[src/rtl/core/zdt_pkg.sv]
// Shared types and codes for the zone dwell timer table.
// Holds the request/response payloads, table command flags and slot layout.
// No dependencies.
`default_nettype none

package zdt_pkg;

   // Operation codes of a request
   localparam logic [1:0] OP_OBSERVE = 2'd0;
   localparam logic [1:0] OP_SWEEP   = 2'd1;
   localparam logic [1:0] OP_CLEAR   = 2'd2;

   // Result status codes
   localparam logic STATUS_LOITER = 1'b0;
   localparam logic STATUS_FULL   = 1'b1;

   // Configuration register indexes
   localparam logic [2:0] CSR_LOITER_MS   = 3'd0;
   localparam logic [2:0] CSR_CLASS_COUNT = 3'd1;
   localparam logic [2:0] CSR_CLASS_A     = 3'd2;
   localparam logic [2:0] CSR_CLASS_B     = 3'd3;
   localparam logic [2:0] CSR_CLASS_C     = 3'd4;
   localparam logic [2:0] CSR_CLASS_D     = 3'd5;

   // Number of allowed-class registers
   localparam int CLASS_REGS = 4;

   typedef struct packed {
      logic [1:0]  op;
      logic [31:0] track_id;
      logic [7:0]  class_id;
      logic        in_zone;
      logic [31:0] frame_time;
   } req_type;

   typedef struct packed {
      logic        status;
      logic [31:0] event_track;
      logic [7:0]  event_class;
      logic [31:0] dwell_ms;
   } rsp_type;

   // One table slot as kept in memory
   typedef struct packed {
      logic [31:0] track;
      logic [31:0] entered;
      logic        fired;
   } slot_type;

   // Table update command, all flags act on one slot index except clear/sweep
   typedef struct packed {
      logic clear;
      logic sweep;
      logic drop;
      logic mark_seen;
      logic set_valid;
      logic mem_we;
   } tbl_cmd_type;

   // Shared subtract/compare unit result
   typedef struct packed {
      logic [31:0] diff;
      logic        zero;
      logic        no_borrow;
   } alu_res_type;

endpackage

`default_nettype wire

[src/rtl/core/zdt_ctrl.sv]
// Sequencer of the zone dwell timer table: configuration registers, request
// latch, table scan, decision, dwell check and response register.
// Depends on zdt_pkg; drives zdt_table and zdt_alu.
`default_nettype none

module zdt_ctrl #(
   parameter int TABLE_ENTRIES = 64,
   parameter int MAX_CLASSES   = 4
) (
   input  wire logic                             clock,
   input  wire logic                             reset,
   input  wire logic                             req_valid,
   output logic                                  req_stall,
   input  wire zdt_pkg::req_type                 req_data,
   output logic                                  rsp_valid,
   input  wire logic                             rsp_stall,
   output zdt_pkg::rsp_type                      rsp_data,
   input  wire logic                             csr_we,
   input  wire logic [2:0]                       csr_index,
   input  wire logic [31:0]                      csr_wdata,
   output zdt_pkg::tbl_cmd_type                  cmd,
   output logic [$clog2(TABLE_ENTRIES)-1:0]      cmd_idx,
   output zdt_pkg::slot_type                     wr_slot,
   output logic [$clog2(TABLE_ENTRIES)-1:0]      rd_addr,
   input  wire zdt_pkg::slot_type                rd_slot,
   input  wire logic                             rd_valid,
   input  wire logic [$clog2(TABLE_ENTRIES)-1:0] rd_idx,
   output logic [31:0]                           alu_a,
   output logic [31:0]                           alu_b,
   input  wire zdt_pkg::alu_res_type             alu_res
);

   localparam int                 IDX_W     = $clog2(TABLE_ENTRIES);
   localparam logic [IDX_W:0]     ENTRY_CNT = (IDX_W+1)'(TABLE_ENTRIES);
   localparam logic [IDX_W-1:0]   ENTRY_TOP = IDX_W'(TABLE_ENTRIES - 1);
   localparam logic [2:0]         CLS_MAX   = 3'(MAX_CLASSES);

   typedef enum logic [4:0] {
      ST_IDLE   = 5'b00001,
      ST_SCAN   = 5'b00010,
      ST_DECIDE = 5'b00100,
      ST_CHECK  = 5'b01000,
      ST_EMIT   = 5'b10000
   } state_type;

   state_type          state_ff, state_in;
   zdt_pkg::req_type   req_ff, req_in;
   logic [IDX_W:0]     issue_cnt_ff, issue_cnt_in;
   logic               eval_ff, eval_in;
   logic               hit_found_ff, hit_found_in;
   logic               free_found_ff, free_found_in;
   logic [IDX_W-1:0]   hit_idx_ff, hit_idx_in;
   logic [IDX_W-1:0]   free_idx_ff, free_idx_in;
   logic [31:0]        hit_entered_ff, hit_entered_in;
   logic               hit_fired_ff, hit_fired_in;
   logic [31:0]        dwell_ff, dwell_in;
   logic               full_ff, full_in;
   logic               rsp_valid_ff, rsp_valid_in;
   zdt_pkg::rsp_type   rsp_data_ff, rsp_data_in;

   logic [31:0]        loiter_ff, loiter_in;
   logic [2:0]         class_count_ff, class_count_in;
   logic [7:0]         allowed_ff [zdt_pkg::CLASS_REGS];
   logic [7:0]         allowed_in [zdt_pkg::CLASS_REGS];

   logic               accept;
   logic               enabled;
   logic               class_ok;
   logic [2:0]         cls_used;
   logic               issuing;
   logic               rsp_free;

   // Configuration writes
   always_comb begin
      loiter_in      = loiter_ff;
      class_count_in = class_count_ff;
      allowed_in     = allowed_ff;
      if (csr_we) begin
         case (csr_index)
            zdt_pkg::CSR_LOITER_MS:   loiter_in      = csr_wdata;
            zdt_pkg::CSR_CLASS_COUNT: class_count_in = csr_wdata[2:0];
            zdt_pkg::CSR_CLASS_A:     allowed_in[0]  = csr_wdata[7:0];
            zdt_pkg::CSR_CLASS_B:     allowed_in[1]  = csr_wdata[7:0];
            zdt_pkg::CSR_CLASS_C:     allowed_in[2]  = csr_wdata[7:0];
            zdt_pkg::CSR_CLASS_D:     allowed_in[3]  = csr_wdata[7:0];
            default: ;
         endcase
      end
   end

   // Class filter over the active allowed entries
   always_comb begin
      cls_used = (class_count_ff > CLS_MAX) ? CLS_MAX : class_count_ff;
      class_ok = (cls_used == 3'd0);
      for (int j = 0; j < MAX_CLASSES; j++) begin
         if ((3'(j) < cls_used) && (allowed_ff[j] == req_ff.class_id)) begin
            class_ok = 1'b1;
         end
      end
   end

   assign accept   = req_valid && (state_ff == ST_IDLE);
   assign enabled  = (loiter_ff != 32'd0);
   assign issuing  = (issue_cnt_ff < ENTRY_CNT);
   assign rsp_free = !rsp_valid_ff || !rsp_stall;

   // Operand select for the shared unit
   always_comb begin
      case (state_ff)
         ST_DECIDE: begin
            alu_a = req_ff.frame_time;
            alu_b = hit_entered_ff;
         end
         ST_CHECK: begin
            alu_a = dwell_ff;
            alu_b = loiter_ff;
         end
         default: begin
            alu_a = req_ff.track_id;
            alu_b = rd_slot.track;
         end
      endcase
   end

   // Sequencer
   always_comb begin
      state_in       = state_ff;
      req_in         = req_ff;
      issue_cnt_in   = issue_cnt_ff;
      eval_in        = 1'b0;
      hit_found_in   = hit_found_ff;
      free_found_in  = free_found_ff;
      hit_idx_in     = hit_idx_ff;
      free_idx_in    = free_idx_ff;
      hit_entered_in = hit_entered_ff;
      hit_fired_in   = hit_fired_ff;
      dwell_in       = dwell_ff;
      full_in        = full_ff;
      rsp_data_in    = rsp_data_ff;
      rsp_valid_in   = rsp_valid_ff && rsp_stall;
      cmd            = '0;
      cmd_idx        = hit_idx_ff;
      wr_slot        = '{track: req_ff.track_id, entered: req_ff.frame_time, fired: 1'b0};
      rd_addr        = issue_cnt_ff[IDX_W-1:0];

      case (state_ff)
         ST_IDLE: begin
            if (accept) begin
               req_in = req_data;
               case (req_data.op)
                  zdt_pkg::OP_CLEAR: cmd.clear = 1'b1;
                  zdt_pkg::OP_SWEEP: cmd.sweep = enabled;
                  zdt_pkg::OP_OBSERVE: begin
                     if (enabled) begin
                        state_in      = ST_SCAN;
                        issue_cnt_in  = '0;
                        hit_found_in  = 1'b0;
                        free_found_in = 1'b0;
                     end
                  end
                  default: ;
               endcase
            end
         end

         ST_SCAN: begin
            // Issue one read per cycle, evaluate the entry read last cycle
            if (issuing) begin
               issue_cnt_in = issue_cnt_ff + 1'b1;
            end
            eval_in = issuing;
            if (eval_ff) begin
               if (rd_valid) begin
                  if (alu_res.zero && !hit_found_ff) begin
                     hit_found_in   = 1'b1;
                     hit_idx_in     = rd_idx;
                     hit_entered_in = rd_slot.entered;
                     hit_fired_in   = rd_slot.fired;
                  end
               end else if (!free_found_ff) begin
                  free_found_in = 1'b1;
                  free_idx_in   = rd_idx;
               end
               if (rd_idx == ENTRY_TOP) begin
                  state_in = ST_DECIDE;
               end
            end
         end

         ST_DECIDE: begin
            if (!req_ff.in_zone || !class_ok) begin
               // Drop the entry of a track that left or is filtered out
               cmd.drop = hit_found_ff;
               state_in = ST_IDLE;
            end else if (!hit_found_ff) begin
               if (!free_found_ff) begin
                  full_in  = 1'b1;
                  state_in = ST_EMIT;
               end else begin
                  // New entry: a zero dwell never reaches a nonzero threshold
                  cmd.set_valid = 1'b1;
                  cmd.mark_seen = 1'b1;
                  cmd.mem_we    = 1'b1;
                  cmd_idx       = free_idx_ff;
                  state_in      = ST_IDLE;
               end
            end else begin
               cmd.mark_seen = 1'b1;
               dwell_in      = alu_res.diff;
               full_in       = 1'b0;
               state_in      = hit_fired_ff ? ST_IDLE : ST_CHECK;
            end
         end

         ST_CHECK: begin
            if (alu_res.no_borrow) begin
               // Threshold reached: mark fired and report
               cmd.mem_we = 1'b1;
               wr_slot    = '{track: req_ff.track_id, entered: hit_entered_ff, fired: 1'b1};
               state_in   = ST_EMIT;
            end else begin
               state_in = ST_IDLE;
            end
         end

         ST_EMIT: begin
            if (rsp_free) begin
               rsp_valid_in            = 1'b1;
               rsp_data_in.status      = full_ff ? zdt_pkg::STATUS_FULL
                                                 : zdt_pkg::STATUS_LOITER;
               rsp_data_in.event_track = req_ff.track_id;
               rsp_data_in.event_class = req_ff.class_id;
               rsp_data_in.dwell_ms    = full_ff ? 32'd0 : dwell_ff;
               state_in                = ST_IDLE;
            end
         end

         default: state_in = ST_IDLE;
      endcase
   end

   // Control registers
   always_ff @(posedge clock) begin
      if (reset) begin
         state_ff       <= ST_IDLE;
         eval_ff        <= 1'b0;
         rsp_valid_ff   <= 1'b0;
         loiter_ff      <= '0;
         class_count_ff <= '0;
         for (int j = 0; j < zdt_pkg::CLASS_REGS; j++) begin
            allowed_ff[j] <= '0;
         end
      end else begin
         state_ff       <= state_in;
         eval_ff        <= eval_in;
         rsp_valid_ff   <= rsp_valid_in;
         loiter_ff      <= loiter_in;
         class_count_ff <= class_count_in;
         allowed_ff     <= allowed_in;
      end
   end

   // Payload and scan bookkeeping
   always_ff @(posedge clock) begin
      req_ff         <= req_in;
      issue_cnt_ff   <= issue_cnt_in;
      hit_found_ff   <= hit_found_in;
      free_found_ff  <= free_found_in;
      hit_idx_ff     <= hit_idx_in;
      free_idx_ff    <= free_idx_in;
      hit_entered_ff <= hit_entered_in;
      hit_fired_ff   <= hit_fired_in;
      dwell_ff       <= dwell_in;
      full_ff        <= full_in;
      rsp_data_ff    <= rsp_data_in;
   end

   assign req_stall = (state_ff != ST_IDLE);
   assign rsp_valid = rsp_valid_ff;
   assign rsp_data  = rsp_data_ff;

`ifndef SYNTHESIS
   // A slot cannot be both the matching entry and the first free one
   a_hit_free_apart: assert property (@(posedge clock) disable iff (reset)
      (state_ff == ST_DECIDE) && hit_found_ff && free_found_ff
         |-> hit_idx_ff != free_idx_ff)
      else $error("hit and free slot coincide");

   // The dwell check only runs for a live entry that has not fired
   a_check_unfired: assert property (@(posedge clock) disable iff (reset)
      (state_ff == ST_CHECK) |-> hit_found_ff && !hit_fired_ff)
      else $error("dwell check on a fired or missing entry");

   // Leaving the emit step always presents a result
   a_emit_loads: assert property (@(posedge clock) disable iff (reset)
      (state_ff == ST_EMIT) && rsp_free |=> rsp_valid_ff && (state_ff == ST_IDLE))
      else $error("emit step did not load the response");
`endif

endmodule

`default_nettype wire

[config.mk]
export PLATFORM = sky130hd
export DESIGN_NAME = zdt_ctrl
export DESIGN_NICKNAME = d
export VERILOG_FILES = /design/src/rtl/core/zdt_pkg.sv /design/src/rtl/core/zdt_ctrl.sv
export SDC_FILE = /design/constraint.sdc
export NUM_CORES = 1
export LEC_CHECK = 0
export BUFFER_PORTS_ARGS = -buffer_cell sky130_fd_sc_hd__buf_2
export CAP_MARGIN = 20
export CORE_ASPECT_RATIO = 1.25
export CORE_MARGIN = 2
export CORE_UTILIZATION = 42
export DETAILED_ROUTE_END_ITERATION = 8
export PLACE_DENSITY = 0.67
export SLEW_MARGIN = 10
export SYNTH_ARGS = -nofsm -noshare
export SYNTH_HDL_FRONTEND = slang
export SYNTH_SLANG_ARGS = --single-unit
[constraint.sdc]
create_clock -name clock -period 5.55 [get_ports clock]
set_input_delay 1.11 -clock clock [delete_from_list [all_inputs] [get_ports clock]]
set_output_delay 1.11 -clock clock [all_outputs]
set_load 0.005 [all_outputs]
After elaboration in Yosys (flattened, before gate mapping)
Index checks and enable logic that the tools add are counted.

Bits in registers: 307. Output and inout bits: 222. Logic and storage cells: 158.

Add/sub/neg operators: 1. $lt $le $gt $ge: 6. Equality and inequality tests: 29. Muxes and demuxes: 56. Bitwise gates (word level): 4. Reductions and logical operators: 36.

Operators with widths (number): $pmux 32 s2 (2); $mux 33 (2); $mux 5 (10); $eq 8x8->1 (4); $reduce_bool 32->1 (1); $mux 7 (4); $pmux 5 s5 (1); $mux 6 (4); $mux 1 (21); $ne 2x2->1 const B (10); $reduce_and 2->1 (8); $pmux 7 s2 (1); $mux 3 (4); $reduce_and 6->1 (2); $reduce_and 4->1 (2); $add 7x1->7 const B (1); $logic_and 1x1->1 (7); $lt 7x7->1 const B (1); $reduce_and 7->1 (1); $eq 3x2->1 const B (2); $eq 3x3->1 const B (2); $eq 6x6->1 const B (1); $logic_not 3->1 (2); $lt 1x3->1 const A (2); other kinds (23) (37).

Depth between registers and ports, before layout
Gate-level depths: netlist of run 1.

Word-level depth: 12. Gate-level depth with buffers: 7. Gate-level depth less buffers: 7.

Least setup slack after synthesis of run 1
OpenSTA, ideal clock, no wires.

Path kind: in2reg. Start point: input rsp_stall. End point: register rsp_data_ff (netlist bit rsp_data[0]) (enable). Setup time: 0.528 ns. Data arrival time: 4.575 ns. Required time: 5.022 ns. Path slack: 0.447 ns. Stages on the path: 1. Buffers on the path: 0. Cell sequence: a21oi_1.

Word-level cells in the longest chain between the ends: 3.

Ends and longest elaborated chain: start, declared (RTL line zdt_ctrl.sv:16) `input wire logic rsp_stall,`; $logic_not 1->1 (RTL line zdt_ctrl.sv:105) `assign rsp_free = !rsp_valid_ff || !rsp_stall;`; $logic_or 1x1->1 (RTL line zdt_ctrl.sv:105); $reduce_and 2->1 (no line); end signal, assigned (RTL line zdt_ctrl.sv:275) `rsp_data_ff <= rsp_data_in;`; end, declared (RTL line zdt_ctrl.sv:59) `zdt_pkg::rsp_type rsp_data_ff, rsp_data_in;`.

Every way passes these cells. A chain may end at the register's enable or synchronous reset.

Worst setup path in the final report of run 1
Start point: register state_ff[1]. End point: output alu_b[30].

Word-level cells in the longest chain between the ends: 2. Elaborated cells on any way between the ends: 3. Classes of those cells: eq/ne (2); mux (1).

Ends and longest elaborated chain: start, declared (RTL line zdt_ctrl.sv:46) `state_type state_ff, state_in;`; start signal, assigned (RTL line zdt_ctrl.sv:254) `state_ff <= state_in;`; $eq 5x4->1 or $eq 5x3->1 (tied branches) (RTL line zdt_ctrl.sv:109) `case (state_ff)`; $pmux 32 s2 (*) (RTL line zdt_ctrl.sv:109); end, declared (RTL line zdt_ctrl.sv:29) `output logic [31:0] alu_b,`.

Every way passes the cells marked *; elsewhere a longest branch is shown, timed or not.

==> results.json, run 1 <==
{
  "p_per_area_mw_per_mm2": 315.4,
  "ant_nets": 0,
  "io_buffers": 442,
  "min-delay-start": "allowed_ff[6]",
  "worst_setup_path_end_kind": "output pin",
  "core_region_area_mm2": 0.02917,
  "cts_buffers": 31,
  "htree_levels": 1,
  "critical-path-max-stage-delay_ps": 710,
  "dpl-instance-area_mm2": 0.01477,
  "final_cell_mix": "buf_2 (442), nand2_1 (266), edfxtp_1 (233)",
  "place.gp.congestion": 0.9357,
  "netlist_instances": 1009,
  "fp.dieH_um": 196.2,
  "async_flop_share_pct": 0,
  "cts_resized": 0,
  "grt_pass1_vias": 9202,
  "drc": 0,
  "insertion_delay_ps": 570,
  "worst_slew_pin_slew_ps": 1124,
  "drt_first_iter_violations": 662,
  "fin_ws_ps": 1109,
  "syn-num-nets": 1231,
  "post-route-min-period_ps": 4441,
  "dp_hpwl_mm": 28.40,
  "hold_depth": 2,
  "seq_area_frac_synth_pct": 68.29,
  "power_mw": 4.987,
  "ys.flop_type": "edfxtp_1",
  "r2r_setup_slack_ps": 2720,
  "maxCapViolations": 0,
  "reg2reg_depth": 7,
  "placed_cells": 1776,
  "ir_drop_v": 0.0002911,
  "tritoncts": "done",
  "yosysWarnings": 0,
  "post-place-ws_ps": 1664,
  "fin_nets": 1635,
  "setup_tns_ps": 0,
  "cts_setup_buffers": 0,
  "synth_cell_types": 40,
  "synth_top_family_by_area": "simple AND/OR/NAND/NOR gates",
  "wl_mm": 39.36,
  "post-route-period-util_pct": 80.01,
  "syn_avg_cell_area_um2": 12.30,
  "root_buffer": "clkbuf_16",
  "num_vias": 9463,
  "startpoint_type": "flop",
  "cp_data_arrival_time_ps": 3330,
  "synth_area_mm2": 0.01242,
  "fin_skew_ps": 10.41,
  "synthMuxAreaShare_pct": 3.688,
  "clkSlewWorstSetupHoldPaths_ps": 60,
  "crit_path_max_fanout": 66,
  "synth-compound-area-share_pct": 7.377,
  "grt_max_degree": 74,
  "start_util_pct": 42.57,
  "wl_per_cell_um": 21.38,
  "clock-sinks": 307,
  "pin_count": 443,
  "synth-adder-area-share_pct": 0.1008,
  "rsz0062_at_grt": "false",
  "p_leak_nw": 6.433,
  "track_usage_pct": 24.34,
  "slew_headroom_pct": 25.04,
  "overflow": 0,
  "first_pass_iters": 5,
  "antenna_found_initial": 9,
  "synthSimpleGateAreaFrac_pct": 13.81,
  "final_cells": 1841,
  "post_route_cells_drive_above_1_share_pct": 36.19,
  "die_x_um": 157.8,
  "hold_viol": 0,
  "ys_ff_latch": 307,
  "fp-row-count": 70,
  "layout_commonest_cell": "buf_2",
  "synth-xor-area-share_pct": 2.610,
  "dieArea_mm2": 0.03096,
  "slew_viol_final": 0,
  "required_ps": 4440,
  "hold_end": "allowed_ff[6]",
  "slowest_stage": "buf_4",
  "r2r-end": "dwell_ff[31]",
  "fmaxAchievable_ghz": 0.2252,
  "grt_pass1_wl_mm": 55.96,
  "rr_startpoint": "req_ff[35]",
  "cts.path.max_buffers": 3,
  "final_area_mm2": 0.01581,
  "synth-edff-count": 233,
  "hold_path_class": "reg2reg",
  "crit_type": "reg2out",
  "setup_violations": 0,
  "cts_hold_buf": 0,
  "crit_chain": "or3_4 > nor3b_4 > buf_4 > nor2_4 > buf_4 > nand2_1 > nand2_1 > buf_2",
  "syn_to_final_growth_pct": 27.35,
  "routed_via_density": 5.140,
  "status": "complete, no violations"
}
-- cells by family after synthesis --
group / after synthesis
and+or+nand+nor: 386
xor gates and xnor gates: 37
buffers and inverters: 90
muxes: 41
DFF: 307
AOI/OAI and AO/OA: 147
adders and majority gates: 1
-- final cells by class --
class | instances | area [um^2]
clock inverters | 23 | 231.5
diodes | 8 | 20.02
inverters | 7 | 27.53
flip-flops and latches | 307 | 8478
multi-input cells | 612 | 3470
well taps | 396 | 495.5
clock buffers | 34 | 787.0
repair buffers | 454 | 2302
fillers | 2566 | 13350
-- worst max-delay path, delay by kind of cell, from the launching register on --
family	cells	cell delay (ps)
buffers and inverters	3	1260
and+or+nand+nor	5	1090
DFF	1	350
-- worst max-delay path by stage --
stage          depth (start not counted)  slack, ps         from          end
2_1_floorplan                          1        450    rsp_stall  rsp_data[0]
3_3_place_gp                           8       1710  state_ff[1]    alu_a[12]
3_5_place_dp                           8       1660  state_ff[1]    alu_a[12]
4_1_cts                                8       1050  state_ff[1]    alu_a[12]
5_1_grt                                8        920  state_ff[1]    alu_a[12]
6_report                               8       1110  state_ff[1]    alu_b[30]
-- where the power goes --
| part | total, mW | switching [mW] | internal (mW) | leakage, nW |
|---|---|---|---|---|
| sequential | 2.58 | 0.0527 | 2.53 | 2.75 |
| combinational | 0.303 | 0.160 | 0.143 | 3.20 |
| clock | 2.10 | 0.891 | 1.21 | 0.485 |
-- state kept, by name, indices dropped and copies added (netlist names), 5 cells and up --
register and count:
free_idx_ff 6, rsp_data 73, hit_entered_ff 32, loiter_ff 32, issue_cnt_ff 7, state_ff 5
hit_idx_ff 6, dwell_ff 32, req_ff 73, allowed_ff 32
-- metrics by stage --
stage | utilization (%) | hold slack (ps)
floorplan | - | 436.9
global placement | 50.65 | 452.3
detailed placement | 50.65 | 459.1
CTS | 54.14 | 467.6
global route | 54.20 | 481.6
finish | 54.21 | 467.1
-- synthesized netlist by cell type, drive strengths merged (2+ instances only) --
cell type  count  area share (%)
a21oi         73             2.9
a22oi         64             3.9
a31oi          2            0.10
and2           2            0.10
and3           4            0.20
buf           58             3.2
clkbuf        25            0.76
dfxtp         74              12
edfxtp       233              56
inv            7            0.21
mux2          38             3.4
mux2i          3            0.24
nand2        267             8.1
nand2b         3            0.15
nand3          8            0.32
nand4          7            0.47
nor2          25            0.76
nor2b         35             1.8
nor3          11            0.44
nor3b          3            0.35
nor4          15            0.81
o2111ai        2            0.14
o21ai          2           0.081
or2            2            0.10
or3            4            0.24
xnor2          5            0.35
xor2          32             2.3
-- per-layer routing --
layer / vias to the layer above / GRT usage (%) / part of all wire [%]
li1: 4372 / - / -
met5: - / 0 / 0.028
met4: 2 / 8.552 / 2.9
met3: 68 / 5.191 / 7.9
met2: 450 / 42.29 / 51
met1: 4571 / 29.74 / 38
Note: power is estimated with default switching activity, not from simulation.
==> run 2, diff against run 1 <==
==> constraint.sdc (replaced) <==
create_clock -name clock -period 4.1 [get_ports clock]
set_input_delay 0.82 -clock clock [delete_from_list [all_inputs] [get_ports clock]]
set_output_delay 0.82 -clock clock [all_outputs]
set_load 0.005 [all_outputs]
==> run 2 against run 1 <==
Global-route usage up 0.30 points. Core utilization up 0.51 points. Register-to-register slack got worse by 1400 ps. Hold slack worse by 28 ps. Sequential power grew 35%. Final area increased by 0.95%. Critical path depth is 1 lower. Worst setup slack got worse by 740 ps. Critical endpoint is now alu_b[24]. Largest cell class unchanged.
==> results.json, run 2 (same netlist as run 1, synthesis figures left out) <==
{
  "post-route-min-period_ps": 3731,
  "antenna_found_initial": 10,
  "root_buffer": "clkbuf_16",
  "drc": 0,
  "drt_first_iter_violations": 553,
  "clock-sinks": 307,
  "status": "complete, no violations",
  "crit_type": "reg2out",
  "fin_util_pct": 54.73,
  "grt_pass1_vias": 9175,
  "worst_setup_path_end_kind": "output pin",
  "rsz0062_at_grt": "false",
  "clkSlewWorstSetupHoldPaths_ps": 70,
  "dp_hpwl_mm": 29.76,
  "startpoint_type": "flop",
  "cp_num_buf_inv": 3,
  "critical-path-top-delay-family": "buffers and inverters",
  "wl_per_cell_um": 21.55,
  "dpl-instance-area_mm2": 0.01486,
  "overflow": 0,
  "slew_viol_final": 0,
  "fmaxAchievable_ghz": 0.2680,
  "required_ps": 3280,
  "cts_buffers": 31,
  "cp_data_arrival_time_ps": 2910,
  "cts_hold_buf": 0,
  "netSwitchingFraction_pct": 21.55,
  "setup_violations": 0,
  "fin_nets": 1640,
  "ant_nets": 0,
  "routed_via_density": 5.131,
  "cts.path.max_buffers": 3,
  "clkPwrFrac_pct": 43.2,
  "hold_viol": 0,
  "p_per_area_mw_per_mm2": 431.4,
  "final_area_mm2": 0.01596,
  "die_x_um": 157.8,
  "fp.dieH_um": 196.2,
  "holdWs_ps": 438.9,
  "final_cell_mix": "buf_2 (442), nand2_1 (266), edfxtp_1 (233)",
  "ir_drop_v": 0.0003150,
  "io_buffers": 442,
  "slew_headroom_pct": 28.05,
  "cts_setup_buffers": 0,
  "crit_top_cell": "buf_4",
  "internal-power_mw": 5.402,
  "p_leak_nw": 6.523,
  "p_switching_mw": 1.484,
  "first_pass_iters": 8,
  "place.gp.congestion": 0.9652,
  "fp-row-count": 70,
  "combPwrFrac_pct": 6.1,
  "seq_power_share_pct": 50.7,
  "post-route-period-util_pct": 90.99,
  "critical-path-max-stage-delay_ps": 460,
  "cts_resized": 0,
  "wl_mm": 39.78,
  "layout_commonest_cell": "buf_2",
  "grt_pass1_wl_mm": 56.32,
  "start_util_pct": 42.57,
  "syn_to_final_growth_pct": 28.56,
  "slowest_stage": "buf_4",
  "post-place-ws_ps": 978.1,
  "fin_skew_ps": 11.00,
  "setup_tns_ps": 0,
  "maxCapViolations": 0,
  "track_usage_pct": 24.64,
  "fin_ws_ps": 369.3,
  "dieArea_mm2": 0.03096,
  "tritoncts": "done",
  "htree_levels": 1,
  "worst_slew_pin_slew_ps": 1079,
  "crit_path_max_fanout": 37,
  "hold_path_class": "in2reg",
  "core_region_area_mm2": 0.02917,
  "pin_count": 443,
  "post_route_cells_drive_above_1_share_pct": 36.62,
  "insertion_delay_ps": 550,
  "grt_max_degree": 54,
  "r2r_setup_slack_ps": 1310,
  "crit_chain": "or3_4 > nor3b_4 > buf_4 > buf_4 > a22oi_1 > nand2_1 > buf_2",
  "num_vias": 9472
}
-- run 2: changes by cell type in the layout (fill, tap and decap cells not counted), sizes merged --
cell | before | now
clkinv | 14 | 9
buf | 454 | 459
clkbuf | 34 | 41
inv | 7 | 8
clkinvlp | 5 | 2
-- run 2: routing by layer --
layer / global-route usage [%] / routed length (um) / up-vias / share of wire (%)
met4: 8.013 / 1076 / 4 / 2.7
li1: - / - / 4382 / -
met1: 30.33 / 15230 / 4574 / 38
met3: 5.059 / 3204 / 68 / 8.1
met2: 43.01 / 20250 / 444 / 51
met5: 0 / 18 / - / 0.045
-- run 2: final timing paths --
kind / startpoint / endpoint / depth (start not counted)
max: state_ff[1] / alu_b[24] / 7
min: req_data[20] / req_ff[20] / 1
max reg2reg: state_ff[1] / dwell_ff[2] / 6
min reg2reg: allowed_ff[30] / allowed_ff[30] / 2
-- run 2: power groups by stage --
stage,logic [mW],registers [mW],clock network [mW]
after detailed placement,0.418,3.56,0
final,0.418,3.49,2.97
after CTS,0.421,3.49,3.03
after floorplan,0.194,3.54,0
after global placement,0.411,3.56,0
after global routing,0.460,3.50,3.14
-- run 2: area by class of cell --
class	count	area, um^2
fill	2573	13200
antenna	8	20.02
inverter	7	27.53
multi-input combinational	612	3470
tap	396	495.5
clock inverter	16	196.4
sequential	307	8478
timing repair buffer	459	2385
clock buffer	41	889.6
-- run 2: worst register-to-register path, stage by stage (launching register included) --
cell,delay (ps)
dfxtp_1,360
or3_4,420
nor3b_4,260
buf_4,420
nand3_1,330
nor2_4,320
buf_4,350
-- run 2: through the flow --
step / power, mW / std cells
6_report: 6.886 / 1846
3_3_place_gp: 3.968 / 1780
2_1_floorplan: 3.730 / 1009
5_1_grt: 7.104 / 1843
4_1_cts: 6.941 / 1838
3_5_place_dp: 3.979 / 1781
==> run 3, diff against run 2 <==
--- a/config.mk
+++ b/config.mk
@@ -7,11 +7,10 @@
 export LEC_CHECK = 0
 export BUFFER_PORTS_ARGS = -buffer_cell sky130_fd_sc_hd__buf_2
 export CAP_MARGIN = 20
-export CORE_ASPECT_RATIO = 1.25
-export CORE_MARGIN = 2
-export CORE_UTILIZATION = 42
+export CORE_AREA = 2 2 171 173
 export DETAILED_ROUTE_END_ITERATION = 8
-export PLACE_DENSITY = 0.67
+export DIE_AREA = 0 0 173 175
+export PLACE_DENSITY = 0.7
 export SLEW_MARGIN = 10
 export SYNTH_ARGS = -nofsm -noshare
 export SYNTH_HDL_FRONTEND = slang
==> run 3 against run 2 <==
Clock skew up 2.8 ps. Clock power up 7.7%. Fmax shrank 4.4%. Combinational power about the same. Highest routed layer unchanged.
==> results.json, run 3 (same netlist as run 1, synthesis figures left out) <==
{
  "antenna_found_initial": 7,
  "hold_viol": 0,
  "dpl-instance-area_mm2": 0.01481,
  "r2r-end": "dwell_ff[11]",
  "final_area_mm2": 0.01602,
  "post-route-period-util_pct": 95.22,
  "slew_headroom_pct": 34.44,
  "final_cell_mix": "buf_2 (442), nand2_1 (266), edfxtp_1 (233)",
  "cts_resized": 0,
  "insertion_delay_ps": 500,
  "hold_path_class": "reg2reg",
  "root_buffer": "clkbuf_16",
  "drc": 0,
  "clkSlewWorstSetupHoldPaths_ps": 60,
  "syn_to_final_growth_pct": 29.03,
  "post-route-min-period_ps": 3904,
  "drt_first_iter_violations": 917,
  "dieArea_mm2": 0.03028,
  "wl_mm": 39.79,
  "p_per_area_mw_per_mm2": 444.1,
  "cts_hold_buf": 0,
  "track_usage_pct": 25.15,
  "fin_util_pct": 56.43,
  "ir_drop_v": 0.0002874,
  "grt_pass1_wl_mm": 57.29,
  "io_buffers": 442,
  "overflow": 0,
  "cts.path.max_buffers": 3,
  "p_leak_nw": 6.566,
  "crit_path_end": "cmd_idx[0]",
  "drt-met1-wl_mm": 16.24,
  "wl_per_cell_um": 21.68,
  "core_region_area_mm2": 0.02839,
  "fin_nets": 1642,
  "cts_setup_buffers": 0,
  "fp-row-count": 62,
  "crit_path_max_fanout": 69,
  "fp.dieH_um": 175,
  "met2_length_mm": 18.89,
  "htree_levels": 2,
  "required_ps": 3280,
  "cp_data_arrival_time_ps": 3080,
  "cts_buffers": 34,
  "fmaxAchievable_ghz": 0.2562,
  "die_x_um": 173,
  "dr.max_layer_used": "met5",
  "fin_skew_ps": 13.78,
  "ant_nets": 0,
  "post_route_cells_drive_above_1_share_pct": 36.54,
  "place.gp.congestion": 0.8600,
  "routed_via_density": 5.278,
  "reg2reg_depth": 6,
  "dp_hpwl_mm": 28.88,
  "slew_viol_final": 0,
  "setup_tns_ps": 0,
  "tritoncts": "done",
  "layout_commonest_cell": "buf_2",
  "grt_pass1_vias": 9160,
  "wl_met3_mm": 3.799,
  "status": "complete, no violations",
  "startpoint_type": "flop",
  "worst_slew_pin_slew_ps": 983.4,
  "num_vias": 9686,
  "setup_violations": 0,
  "clock-sinks": 307,
  "maxCapViolations": 0,
  "crit_type": "reg2out",
  "grt_max_degree": 70,
  "pin_count": 443,
  "worst_setup_path_end_kind": "output pin",
  "cp-startpoint": "state_ff[1]",
  "first_pass_iters": 5,
  "r2r_setup_slack_ps": 870,
  "start_util_pct": 43.73,
  "rsz0062_at_grt": "false",
  "power_mw": 7.115,
  "rr_startpoint": "state_ff[1]"
}
==> run 3: final cells by class <==
type,count,area [um^2]
fillers,2421,12370
flip-flops and latches,307,8478
multi-input cells,612,3470
repair buffers,458,2357
clock buffers,50,1066
well taps,384,480.5
clock inverters,11,126.4
inverters,7,27.53
diodes,6,15.01
==> run 3: through the flow <==
step	std cells	worst slack [ps]	hold slack (ps)
after floorplan	1009	601.2	436.9
after global placement	1767	770.2	452.5
after detailed placement	1768	707.2	456.6
after CTS	1829	164.0	467.3
after global routing	1832	56.16	461.5
final	1835	196.1	466.3
==> run 3: worst min path at each step <==
stage / endpoint / cells past startpoint / slack [ps] / startpoint
2_1_floorplan: state_ff[3] / 1 / 440 / hit_fired_ff
4_1_cts: allowed_ff[15] / 2 / 470 / allowed_ff[15]
6_report: allowed_ff[15] / 2 / 470 / allowed_ff[15]
3_5_place_dp: rsp_data[60] / 0 / 460 / req_ff[61]
3_3_place_gp: state_ff[3] / 1 / 450 / hit_fired_ff
5_1_grt: req_ff[71] / 1 / 460 / req_data[71]
==> run 3: per-layer routing <==
layer	GRT usage, %	vias up
li1	-	4379
met1	34.18	4708
met2	40.48	529
met3	6.201	64
met4	6.780	6
met5	0	-
==> run 3: critical path, cell delays in order (launching register included) <==
cell and delay [ps]:
dfxtp_1 360, or3_4 420, nor3b_4 240, buf_4 700, nand4_4 320, mux2_1 390, buf_2 130
==> run 3: where the power goes <==
| group | switching [mW] | leakage, nW | internal [mW] |
|---|---|---|---|
| logic | 0.222 | 3.23 | 0.195 |
| clock network | 1.21 | 0.589 | 1.99 |
| registers | 0.0720 | 2.75 | 3.43 |
